`config.mk`:
```
export PLATFORM = sky130hd
export DESIGN_NAME = detection_event_qualifier_core
export DESIGN_NICKNAME = d
export VERILOG_FILES = /design/src/hdl/deq_pkg.sv /design/src/hdl/detection_event_qualifier_core.sv
export SDC_FILE = /design/constraint.sdc
export NUM_CORES = 1
export LEC_CHECK = 0
export ABC_AREA = 1
export ABC_CLOCK_PERIOD_IN_PS = 5210
export BUFFER_PORTS_ARGS = -buffer_cell sky130_fd_sc_hd__buf_2
export CAP_MARGIN = 15
export CORE_ASPECT_RATIO = 0.6
export CORE_UTILIZATION = 55
export CTS_BUF_LIST = sky130_fd_sc_hd__clkbuf_8
export CTS_CLUSTER_DIAMETER = 30
export DETAILED_ROUTE_END_ITERATION = 10
export PLACE_DENSITY = 0.76
export SYNTH_ARGS = -nofsm -noshare
export SYNTH_HDL_FRONTEND = slang
export SYNTH_SLANG_ARGS = --single-unit
```
`constraint.sdc`:
```
create_clock -name i_clk -period 5.21 [get_ports i_clk]
set_input_delay 0.2605 -clock i_clk [delete_from_list [all_inputs] [get_ports i_clk]]
set_output_delay 0.2605 -clock i_clk [all_outputs]
set_load 0.02 [all_outputs]
```
`src/hdl/deq_pkg.sv`:
```
// Shared types and constants for the detection event qualifier
package deq_pkg;

    localparam int unsigned ScoreW = 16;
    localparam int unsigned TimeW  = 32;
    localparam int unsigned HitsW  = 8;
    localparam int unsigned WinW   = 16;
    localparam int unsigned CfgW   = 16;
    localparam int unsigned CfgIdxW = 2;

    localparam logic [CfgIdxW-1:0] CfgScoreThr = 2'd0;
    localparam logic [CfgIdxW-1:0] CfgMinHits  = 2'd1;
    localparam logic [CfgIdxW-1:0] CfgWindow   = 2'd2;
    localparam logic [CfgIdxW-1:0] CfgCooldown = 2'd3;

    localparam logic [ScoreW-1:0] RstScoreThr = 16'd62259;
    localparam logic [HitsW-1:0]  RstMinHits  = 8'd2;
    localparam logic [WinW-1:0]   RstWindow   = 16'd1200;
    localparam logic [WinW-1:0]   RstCooldown = 16'd1500;

    localparam logic [HitsW-1:0]  HitsMax     = 8'd255;

    typedef struct packed {
        logic [ScoreW-1:0] score;
        logic [TimeW-1:0]  time_ms;
    } t_deq_in;

    typedef struct packed {
        logic              event_fire;
        logic [HitsW-1:0]  pending_hits;
    } t_deq_out;

endpackage

```
`src/hdl/detection_event_qualifier_core.sv`:
```
// Detection event qualifier: score debounce with run window and cooldown
//
// Input channel: i_in_valid / o_in_stall carry one request (score, time_ms).
// Output channel: o_out_valid / i_out_stall carry one result per request
// (event_fire, pending_hits). Configuration: i_cfg_we writes i_cfg_data to
// the register chosen by i_cfg_idx (threshold, min hits, window, cooldown);
// write only while no request is in flight.
// Pipeline: input register r_in, then output register r_out.
// Throughput: one request per cycle unless i_out_stall holds the result; the
// run state (hit count, run start, last event time) is read and updated in
// the same cycle the result is registered, so requests chain without a bubble.
// Stall: while the result register is held by i_out_stall, one more request
// is taken into the input register; after that o_in_stall rises.
// Reset: synchronous, active low; clears both stages, the run state and
// restores the default register values.
module detection_event_qualifier_core (
    input  logic                         i_clk,
    input  logic                         i_rst_n,
    input  logic                         i_in_valid,
    output logic                         o_in_stall,
    input  deq_pkg::t_deq_in             i_in_data,
    output logic                         o_out_valid,
    input  logic                         i_out_stall,
    output deq_pkg::t_deq_out            o_out_data,
    input  logic                         i_cfg_we,
    input  logic [deq_pkg::CfgIdxW-1:0]  i_cfg_idx,
    input  logic [deq_pkg::CfgW-1:0]     i_cfg_data
);

    logic [deq_pkg::ScoreW-1:0] r_thr;
    logic [deq_pkg::HitsW-1:0]  r_min_hits;
    logic [deq_pkg::WinW-1:0]   r_window;
    logic [deq_pkg::WinW-1:0]   r_cooldown;

    logic                       r_in_valid;
    deq_pkg::t_deq_in           r_in;
    logic                       r_out_valid;
    deq_pkg::t_deq_out          r_out;

    logic [deq_pkg::HitsW-1:0]  r_hits;
    logic [deq_pkg::TimeW-1:0]  r_start;
    logic [deq_pkg::TimeW-1:0]  r_last;

    logic [deq_pkg::HitsW-1:0]  n_hits;
    logic [deq_pkg::TimeW-1:0]  n_start;
    logic [deq_pkg::TimeW-1:0]  n_last;
    deq_pkg::t_deq_out          n_out;

    logic                       out_free;
    logic                       advance;
    logic                       in_take;
    logic                       miss;
    logic                       cooling;
    logic                       restart;
    logic [deq_pkg::TimeW-1:0]  since_event;
    logic [deq_pkg::TimeW-1:0]  run_age;
    logic [deq_pkg::HitsW-1:0]  base_hits;
    logic [deq_pkg::HitsW-1:0]  inc_hits;

    assign out_free   = !r_out_valid || !i_out_stall;
    assign advance    = r_in_valid && out_free;
    assign o_in_stall = r_in_valid && !out_free;
    assign in_take    = i_in_valid && !o_in_stall;

    assign o_out_valid = r_out_valid;
    assign o_out_data  = r_out;

    always_comb begin
        since_event = r_in.time_ms - r_last;
        run_age     = r_in.time_ms - r_start;
        miss        = r_in.score < r_thr;
        cooling     = (r_last != '0) && (r_cooldown != '0) &&
                      (since_event < {{(deq_pkg::TimeW-deq_pkg::WinW){1'b0}}, r_cooldown});
        restart     = (r_hits == '0) ||
                      ((r_window != '0) &&
                       (run_age > {{(deq_pkg::TimeW-deq_pkg::WinW){1'b0}}, r_window}));
        base_hits   = restart ? '0 : r_hits;
        inc_hits    = (base_hits == deq_pkg::HitsMax) ? base_hits
                                                      : base_hits + 1'b1;
        n_hits      = r_hits;
        n_start     = r_start;
        n_last      = r_last;
        n_out.event_fire = 1'b0;
        if (miss) begin
            n_hits  = '0;
            n_start = '0;
        end else if (!cooling) begin
            n_hits  = inc_hits;
            n_start = restart ? r_in.time_ms : r_start;
            if (inc_hits >= r_min_hits) begin
                n_out.event_fire = 1'b1;
                n_hits  = '0;
                n_start = '0;
                n_last  = r_in.time_ms;
            end
        end
        n_out.pending_hits = n_hits;
    end

    always_ff @(posedge i_clk) begin
        if (!i_rst_n) begin
            r_thr      <= deq_pkg::RstScoreThr;
            r_min_hits <= deq_pkg::RstMinHits;
            r_window   <= deq_pkg::RstWindow;
            r_cooldown <= deq_pkg::RstCooldown;
        end else if (i_cfg_we) begin
            case (i_cfg_idx)
                deq_pkg::CfgScoreThr: r_thr      <= i_cfg_data;
                deq_pkg::CfgMinHits:  r_min_hits <= i_cfg_data[deq_pkg::HitsW-1:0];
                deq_pkg::CfgWindow:   r_window   <= i_cfg_data;
                deq_pkg::CfgCooldown: r_cooldown <= i_cfg_data;
                default: begin
                end
            endcase
        end
    end

    always_ff @(posedge i_clk) begin
        if (!i_rst_n) begin
            r_in_valid  <= 1'b0;
            r_out_valid <= 1'b0;
            r_hits      <= '0;
            r_start     <= '0;
            r_last      <= '0;
        end else begin
            if (in_take) begin
                r_in_valid <= 1'b1;
            end else if (advance) begin
                r_in_valid <= 1'b0;
            end
            if (advance) begin
                r_out_valid <= 1'b1;
                r_hits      <= n_hits;
                r_start     <= n_start;
                r_last      <= n_last;
            end else if (out_free) begin
                r_out_valid <= 1'b0;
            end
        end
    end

    always_ff @(posedge i_clk) begin
        if (in_take) begin
            r_in <= i_in_data;
        end
        if (advance) begin
            r_out <= n_out;
        end
    end

endmodule

```
# Word-level counts from Yosys, hierarchy flattened
# Index checks and enable logic that the tools add are counted.
# classes
n_addsub,3
n_mul,0
div,0
magnitude_cmp,4
n_eq_ne,5
n_shift,0
n_mux,14
bitwise_logic,2
n_reduce_logical,27
# ops
cell,count
2-to-1 mux 32 bit,4
subtractor 32 bit,2
2-to-1 mux 8 bit,5
> comparator 32 x 16 -> 1 bit,1
less-than comparator 32 x 16 -> 1 bit,1
nonzero test 16 bit,2
nonzero test 32 bit,1
less-than comparator 16 bit,1
"adder 8 x 1 -> 8 bit, second input constant",1
"== test 8 bit, second input constant",1
>= comparator 8 bit,1
logical NOT 8 bit,1
AND reduction 2 bit,4
logical AND 1 bit,6
2-to-1 mux 1 bit,5
"== test 2 bit, second input constant",2
logical NOT 1 bit,4
AND reduction 4 bit,1
nonzero test 2 bit,2
AND reduction 3 bit,1
nonzero test 3 bit,1
"== test 2 x 1 -> 1 bit, second input constant",1
logical NOT 2 bit,1
logical OR 1 bit,2
other kinds (3),4
# totals
regBits,187
latch_bits,0
mem_bits_rw,0
romBits,0
input_bits,71
out_inout_bits,11
word_cells,68
memories,0

# Logic depth before layout (Yosys ltp)
# Gate-level depths: netlist (run 1).
# depth
ltp_word,11
mapped_depth,50
ltp_nobuf,50

# Least setup slack after synthesis (run 1)
# Ideal clock, no wire load.
# synth_path
path_type,flip-flop to flip-flop
start,register r_in[0] in the netlist's numbering
end,"register r_out (netlist bit o_out_data[3]), data pin"
setup_ns,0.256
arrival_ns,5.086
t_required_ns,4.954
slack_ns,-0.132
stages_incl_launch_ff,46
n_path_buf,0
synth_period_minus_slack_ns,5.342
path_cell_list,edfxtp_1 > inv_1 > ha_1 > fa_1 > inv_1 > nand2_1 > nand2_1 > nand3_1 > nand2_1 > nand2_1 > nand2_1 > xor2_1 > ha_1 > nand2_1 > nor2_1 > nand3_1 > nor2_1 > nand4_1 > [... 10 more ...] > inv_1 > nor2_2 > nand2_2 > or2_1 > nand2_1 > inv_1 > ha_1 > a21oi_1 > o21ai_0 > nand2_1 > nand3_1 > inv_1 > nand2_1 > inv_1 > nand2_1 > clkinv_1 > nand3_1 > nand2_1
# synth_between
elab_chain_cells,11
elab_cells_between_ends,15
cone_classes,add/sub (3); order compare (3); eq/ne (1); mux (5); reduce/logical (3)
# synth_rtl
item,line,source
start: declaration,detection_event_qualifier_core.sv:36,deq_pkg::t_deq_in r_in;
start signal: assignment,detection_event_qualifier_core.sv:144,r_in <= i_in_data;
subtractor 32 bit,detection_event_qualifier_core.sv:70,run_age = r_in.time_ms - r_start;
> comparator 32 x 16 -> 1 bit,detection_event_qualifier_core.sv:76,"(run_age > {{(deq_pkg::TimeW-deq_pkg::WinW){1'b0}}, r_window}));"
logical AND 1 bit,detection_event_qualifier_core.sv:75,((r_window != '0) &&
logical OR 1 bit,detection_event_qualifier_core.sv:74,restart = (r_hits == '0) ||
2-to-1 mux 8 bit,detection_event_qualifier_core.sv:77,base_hits = restart ? '0 : r_hits;
adder 8 x 1 -> 8 bit / == test 8 bit (equally long branches),"detection_event_qualifier_core.sv:79, detection_event_qualifier_core.sv:78",
2-to-1 mux 8 bit,detection_event_qualifier_core.sv:78,inc_hits = (base_hits == deq_pkg::HitsMax) ? base_hits
>= comparator 8 bit,detection_event_qualifier_core.sv:90,if (inc_hits >= r_min_hits) begin
2-to-1 mux 8 bit,detection_event_qualifier_core.sv:90,
2-to-1 mux 8 bit *,detection_event_qualifier_core.sv:87,end else if (!cooling) begin
2-to-1 mux 8 bit *,detection_event_qualifier_core.sv:84,if (miss) begin
"named net n_hits, one bit",detection_event_qualifier_core.sv:44,logic [deq_pkg::HitsW-1:0] n_hits;
end signal: assignment,detection_event_qualifier_core.sv:147,r_out <= n_out;
end: declaration,detection_event_qualifier_core.sv:38,deq_pkg::t_deq_out r_out;
# Mark *: on every way through the listed nets, which the timed path passes. The rest lies on a longest branch.
# A chain may end at the register's enable or synchronous reset.

# Worst setup path after layout (run 1)
# layout_path
start,register r_in[11] in the netlist's numbering
end,register r_last[6] in the netlist's numbering
# layout_between
elab_chain_cells,9
elab_cells_between_ends,14
cone_classes,add/sub (3); order compare (3); eq/ne (1); mux (2); bitwise (1); reduce/logical (4)
# layout_rtl
item,line,source
subtractor 32 bit,detection_event_qualifier_core.sv:70,
> comparator 32 x 16 -> 1 bit,detection_event_qualifier_core.sv:76,
logical AND 1 bit,detection_event_qualifier_core.sv:75,
logical OR 1 bit,detection_event_qualifier_core.sv:74,
2-to-1 mux 8 bit,detection_event_qualifier_core.sv:77,
adder 8 x 1 -> 8 bit / == test 8 bit (equally long branches),"detection_event_qualifier_core.sv:79, detection_event_qualifier_core.sv:78",
2-to-1 mux 8 bit,detection_event_qualifier_core.sv:78,
>= comparator 8 bit,detection_event_qualifier_core.sv:90,
AND reduction 4 bit (no line) *,-,
end signal: assignment,detection_event_qualifier_core.sv:135,r_last <= n_last;
end: declaration,detection_event_qualifier_core.sv:42,logic [deq_pkg::TimeW-1:0] r_last;
# Mark *: on every way between the ends. The rest lies on a longest branch, timed or not.

==> impl_metrics.json, run 1 <==
{
  "syn_area_per_cell_sq_um": 6.74,
  "hpwl_um": 32000,
  "fp.dieH_um": 122,
  "swShare_pct": 36.3,
  "grt_pass1_vias": 13200,
  "tns_ns": -55.08,
  "synth_edf_count": 57,
  "placementRows": 43,
  "port_buffers": 81,
  "power_frac_comb_pct": 32.3,
  "relSlewSlack_pct": 4.94,
  "p_clk_share_pct": 27.0,
  "slowest_delay_ns": 0.45,
  "overflow": 0,
  "grtUsageTotal_pct": 36.6,
  "netlist-cell-type-count": 52,
  "gp_congestion": 1.00,
  "die_area_sq_um": 24500,
  "drt-met1-wl_um": 20200,
  "rsz0062_at_grt": "true",
  "start_kind": "flop",
  "htreeDepth": 4,
  "worst-path-buf-inv": 9,
  "cp_top_family": "simple AND/OR/NAND/NOR gates",
  "via_per_inst": 5.79,
  "yosysSeqAreaShare_pct": 32.9,
  "synth_area_leaders": "dfxtp_1 20%, nand2_1 14%, edfxtp_1 13%",
  "rr_endpoint": "r_last[6]$_SDFFE_PN0P_",
  "setup_ws_ns": -0.788,
  "postSynth.asyncResetShare_pct": 0,
  "yosys_warnings": 0,
  "fill_cells": 1687,
  "hold_path_class": "primary input to flop",
  "hp-start": "i_in_data[14]",
  "required_ns": 5.57,
  "finalSetupViolCount": 81,
  "crit_slowest_cell": "edfxtp_1",
  "synthDominantCellAreaShare_pct": 19.9,
  "maxCapViolations": 0,
  "p_total_mw": 3.98,
  "crit_type": "flop to flop",
  "rrSetupSlack_ns": -0.79,
  "yosys.area.top_type": "dfxtp_1",
  "fp.dieW_um": 201,
  "power.density_nw_per_um2": 233,
  "final-hold-violation-count": 0,
  "dp.cells": 2413,
  "reg2reg_from": "r_in[11]$_DFFE_PP_",
  "vias": 14700,
  "intPower_mw": 2.54,
  "fin_worst_skew_ns": 0.0308,
  "stdcell_count": 2533,
  "cts_tree": "done",
  "p_leak_nw": 8.40,
  "met2_length_um": 19800,
  "cts_inserted_buffers": 17,
  "peakVddDrop_uv": 196,
  "start_util_pct": 56.4,
  "status": "finished, violations left",
  "cts_buffer_depth": 2,
  "synth_cells": 1943,
  "synthesis.nets": 2133,
  "pwr-share-seq_pct": 40.7,
  "drc": 0,
  "dr_wl_met3_um": 6620,
  "antenna_found_initial": 2,
  "clk_latency_ns": 0.50,
  "violations": "setup timing",
  "ys.flop_type": "dfxtp_1",
  "fin_nets": 2394,
  "synthTopCellsByCount": "506 x nand2_1, 351 x inv_1, 218 x nor2_1",
  "synth_area_sq_um": 13100,
  "switchingPower_mw": 1.45,
  "drv_slew": 0,
  "min_period_over_period_pct": 115,
  "hold_path_depth": 1,
  "worstMarginPinSlew_ns": 1.42,
  "grt_max_degree": 77,
  "crit_arrival_ns": 6.36,
  "reg2reg_depth": 40,
  "top_layer": "met5",
  "end_kind": "flop",
  "drt_iter0_markers": 2146,
  "wire_per_inst_um": 19.0,
  "ant_nets": 0,
  "period_needed_ns": 6.00,
  "ys_seq_elements": 187,
  "grt_pass1_wl_um": 69900,
  "clkTransAtPathRegs_ns": 0.10,
  "ios": 82,
  "root_buffer": "clkbuf_8",
  "crit_path_frequent_cell": "nand2_1",
  "drive_gt1_share_pct": 21.5,
  "dr.pass1.iters": 8,
  "core_area_sq_um": 23200,
  "clkSinkCount": 187,
  "synthMostInstantiatedCell": "nand2_1",
  "finalWirelength_um": 48200,
  "synthToLayoutAreaGrowth_pct": 30.7,
  "critical_path.max_fanout": 7,
  "fmax_ghz": 0.167,
  "holdPathEnd": "r_in[14]$_DFFE_PP_"
}
-- worst reg2reg max path: cells and delay by family, from the launching register on --
family	cells	cell delay, ns
xor+xnor	2	0.37
fa+ha+maj	3	0.87
buf+inv	9	1.20
compound gates	3	0.49
flops	1	0.45
simple gates	23	2.51
-- area by class of cell --
type                       instances  area [sq um]  share of cell area, %
timing repair buffer             280          2400                   14.0
multi-input combinational       1355          8200                   47.9
sequential                       187          4310                   25.2
clock inverter                    14           178                   1.04
timing repair inverter             1          11.3                 0.0658
tap                              315           394                   2.30
antenna                            1          2.50                 0.0146
inverter                         362          1380                   8.07
clock buffer                      18           248                   1.45
-- per-stage QoR --
stage                     area (sq um)  util [%]  worst slack [ns]  hold WS [ns]
after floorplan                  13200         -           0.00926         0.359
after global placement           14600      63.0            -0.495         0.437
after detailed placement         14600      63.0            -0.647         0.439
after CTS                        16300      70.1            -0.305       0.00293
after global routing             17100      73.6             -1.02       0.00669
final                            17100      73.7            -0.788        0.0147
-- cells in the final DEF, fill, tap and decap left out, drive strengths merged, types with 8 or more instances in the layout --
cell,count
o21ai,95
clkbuf,23
nand3,80
clkinv,8
dfxtp,130
a21o,8
xnor2,8
ha,117
buf,229
inv,367
o211ai,17
nor3,17
edfxtp,57
xor2,30
nand2,509
dlygate4sd3,46
nand4,34
nor2,226
nor4,18
a21oi,156
-- routing by layer --
layer	track usage [%]	vias up
met5	0	-
met4	9.47	2
met3	10.1	173
met2	52.9	1024
met1	53.5	6746
li1	-	6731
-- repair_timing --
item,4_1_cts,5_1_grt
setup endpoints to repair,81,81
endpoints found under the hold margin,46,0
hold buffers,46,0
buffers inserted,17,17
gates cloned,10,5
pin swaps,54,78
gates resized for setup,134,143
-- flip-flops by register name, summed over array words and instances, names as in the netlist --
name and flops:
r_hits 8, r_thr 16, r_min_hits 8, r_last 32, r_in_valid 1, r_cooldown 16, r_start 32, r_in 48
o_out_data 9, o_out_valid 1, r_window 16
-- worst max path at each step --
| stage | from | endpoint | slack, ns | depth (start not counted) |
|---|---|---|---|---|
| after floorplan | r_in[0]$_DFFE_PP_ | r_start[0]$_SDFFE_PN0P_ | 0.009 | 46 |
| after global placement | r_in[9]$_DFFE_PP_ | r_start[30]$_SDFFE_PN0P_ | -0.50 | 42 |
| after detailed placement | r_in[9]$_DFFE_PP_ | r_start[20]$_SDFFE_PN0P_ | -0.65 | 42 |
| after CTS | r_in[0]$_DFFE_PP_ | r_start[24]$_SDFFE_PN0P_ | -0.30 | 50 |
| after global routing | r_start[11]$_SDFFE_PN0P_ | r_last[6]$_SDFFE_PN0P_ | -1.02 | 41 |
| final | r_in[11]$_DFFE_PP_ | r_last[6]$_SDFFE_PN0P_ | -0.79 | 40 |
-- power groups by stage --
stage | Combinational, mW | Sequential (mW) | Clock, mW
after floorplan | 0.687 | 1.64 | 0
after global placement | 1.02 | 1.64 | 0
after detailed placement | 1.04 | 1.64 | 0
after CTS | 1.14 | 1.61 | 1.07
after global routing | 1.40 | 1.62 | 1.13
final | 1.29 | 1.62 | 1.08
-- logic make-up after synthesis --
kind of cell    count (synthesis)  share of synthesized area [%]
compound gates                300                           12.6
xor+xnor                       38                           2.54
fa+ha+maj                     119                           11.5
buf+inv                       401                           11.8
flops                         187                           32.9
simple gates                  898                           28.7
Note: power is estimated with default switching activity, not from simulation.
==> run 2, diff against run 1 <==
ABC_CLOCK_PERIOD_IN_PS = unset   (was 5210)
PLACE_DENSITY = unset   (was 0.76)
PLACE_DENSITY_LB_ADDON = 0.25   (was unset)
==> impl_metrics.json, run 2 (synthesis results as in run 1) <==
{
  "slowest_delay_ns": 0.39,
  "fmax_ghz": 0.171,
  "cts_inserted_buffers": 17,
  "via_per_inst": 5.51,
  "critical_path.max_fanout": 7,
  "worstMarginPinSlew_ns": 1.18,
  "end_kind": "flop",
  "clkTransAtPathRegs_ns": 0.12,
  "die_area_sq_um": 24500,
  "vias": 13900,
  "required_ns": 5.59,
  "final_core_util_pct": 70.5,
  "hold_path_class": "primary input to flop",
  "final-hold-violation-count": 0,
  "overflow": 0,
  "fin_nets": 2384,
  "crit_arrival_ns": 6.24,
  "cp_top_family": "simple AND/OR/NAND/NOR gates",
  "hpwl_um": 31700,
  "mostFrequentLayoutCells": "470 x nand2_1, 342 x inv_1, 197 x nor2_1",
  "antenna_found_initial": 1,
  "layout_commonest_cell": "nand2_1",
  "fp.dieH_um": 122,
  "setup_ws_ns": -0.648,
  "worst-path-buf-inv": 8,
  "drt_iter0_markers": 1679,
  "drv_slew": 0,
  "largest_register_ffs": 48,
  "regMostFlops": "r_in",
  "start_util_pct": 56.4,
  "clk_latency_ns": 0.51,
  "crit_slowest_cell": "edfxtp_1",
  "dr.pass1.iters": 6,
  "p_total_mw": 3.83,
  "power.density_nw_per_um2": 234,
  "grt_max_degree": 112,
  "p_leak_nw": 8.16,
  "biggestRegsByFlops": "r_in (48), r_last (32), r_start (32)",
  "root_buffer": "clkbuf_8",
  "cts_tree": "done",
  "maxCapViolations": 0,
  "relSlewSlack_pct": 21.5,
  "gp_congestion": 0.969,
  "start_kind": "flop",
  "finalSetupViolCount": 81,
  "crit_type": "flop to flop",
  "htreeDepth": 4,
  "peakVddDrop_uv": 226,
  "cts_buffer_depth": 2,
  "rsz0062_at_grt": "true",
  "drive_gt1_share_pct": 17.5,
  "violations": "setup timing",
  "clkSinkCount": 187,
  "place_area_sq_um": 14600,
  "drc": 0,
  "synthToLayoutAreaGrowth_pct": 25.1,
  "fin_area_sq_um": 16400,
  "placementRows": 43,
  "grt_pass1_vias": 12600,
  "ant_nets": 0,
  "grtUsageTotal_pct": 35.1,
  "core_area_sq_um": 23200,
  "wire_per_inst_um": 17.5,
  "period_needed_ns": 5.86,
  "ios": 82,
  "finalWirelength_um": 44100,
  "crit_path_frequent_cell": "nand2_2",
  "fin_hold_ws_ns": 0.0700,
  "status": "finished, violations left",
  "grt_pass1_wl_um": 66500,
  "port_buffers": 81,
  "fp.dieW_um": 201,
  "min_period_over_period_pct": 112,
  "fin_worst_skew_ns": 0.0269
}
==> run 2: cell count changes in the layout (fill, tap and decap cells not counted), sizes merged <==
cell | before | now
inv | 367 | 369
clkbuf | 23 | 22
dlygate4sd3 | 46 | 48
buf | 229 | 220
clkinv | 8 | 6
bufinv | 2 | 0
==> run 2: path summary, 6_finish.rpt <==
path	start	end	slack, ns	cells past startpoint
worst max-delay path	r_in[0]$_DFFE_PP_	r_start[15]$_SDFFE_PN0P_	-0.65	48
worst min-delay path	i_out_stall	o_out_valid$_SDFFE_PN0P_	0.07	3
worst max register to register	r_in[0]$_DFFE_PP_	r_start[15]$_SDFFE_PN0P_	-0.65	48
worst min register to register	r_min_hits[6]$_SDFFE_PN0P_	r_min_hits[6]$_SDFFE_PN0P_	0.47	2
==> run 2: worst min-delay path, delay by kind of cell <==
| kind | cells | cell delay [ns] |
|---|---|---|
| AO/OA/AOI/OAI | 1 | 0.07 |
| buffers and inverters | 1 | 0.10 |
| AND/OR/NAND/NOR | 1 | 0.09 |
==> run 2: layout make-up <==
class	count	area, sq um
multi-input cells	1355	7730
fillers	1801	6850
flip-flops and latches	187	4310
repair buffers	271	2190
inverters	362	1360
well taps	315	394
clock buffers	19	262
clock inverters	13	126
diodes	1	2.50
==> run 2: repair_timing <==
item / 4_1_cts / 5_1_grt
hold endpoints to repair: 48 / 0
gates resized for setup: 78 / 53
endpoints found under the setup margin: 81 / 81
buffers inserted: 10 / 10
hold buffers: 48 / 0
pin swaps: 43 / 48
gates cloned: 4 / 5
==> run 2: where the power goes <==
part / internal [mW] / switching [mW]
registers: 1.57 / 0.0443
clock network: 0.378 / 0.600
logic: 0.486 / 0.749
==> run 2: per-layer routing <==
layer | GRT usage, % | wire, um
met5 | 0 | 0
met4 | 10.1 | 905
met3 | 10.9 | 5650
met2 | 50.0 | 18000
met1 | 50.6 | 19600
==> run 2: per-stage QoR <==
stage / setup WS [ns] / setup TNS, ns / std cells
after floorplan: 0.00926 / 0 / 1943
after global placement: -0.545 / -33.69 / 2414
after detailed placement: -0.750 / -49.20 / 2414
after CTS: -0.331 / -19.57 / 2507
after global routing: -0.979 / -66.86 / 2523
final: -0.648 / -39.44 / 2523
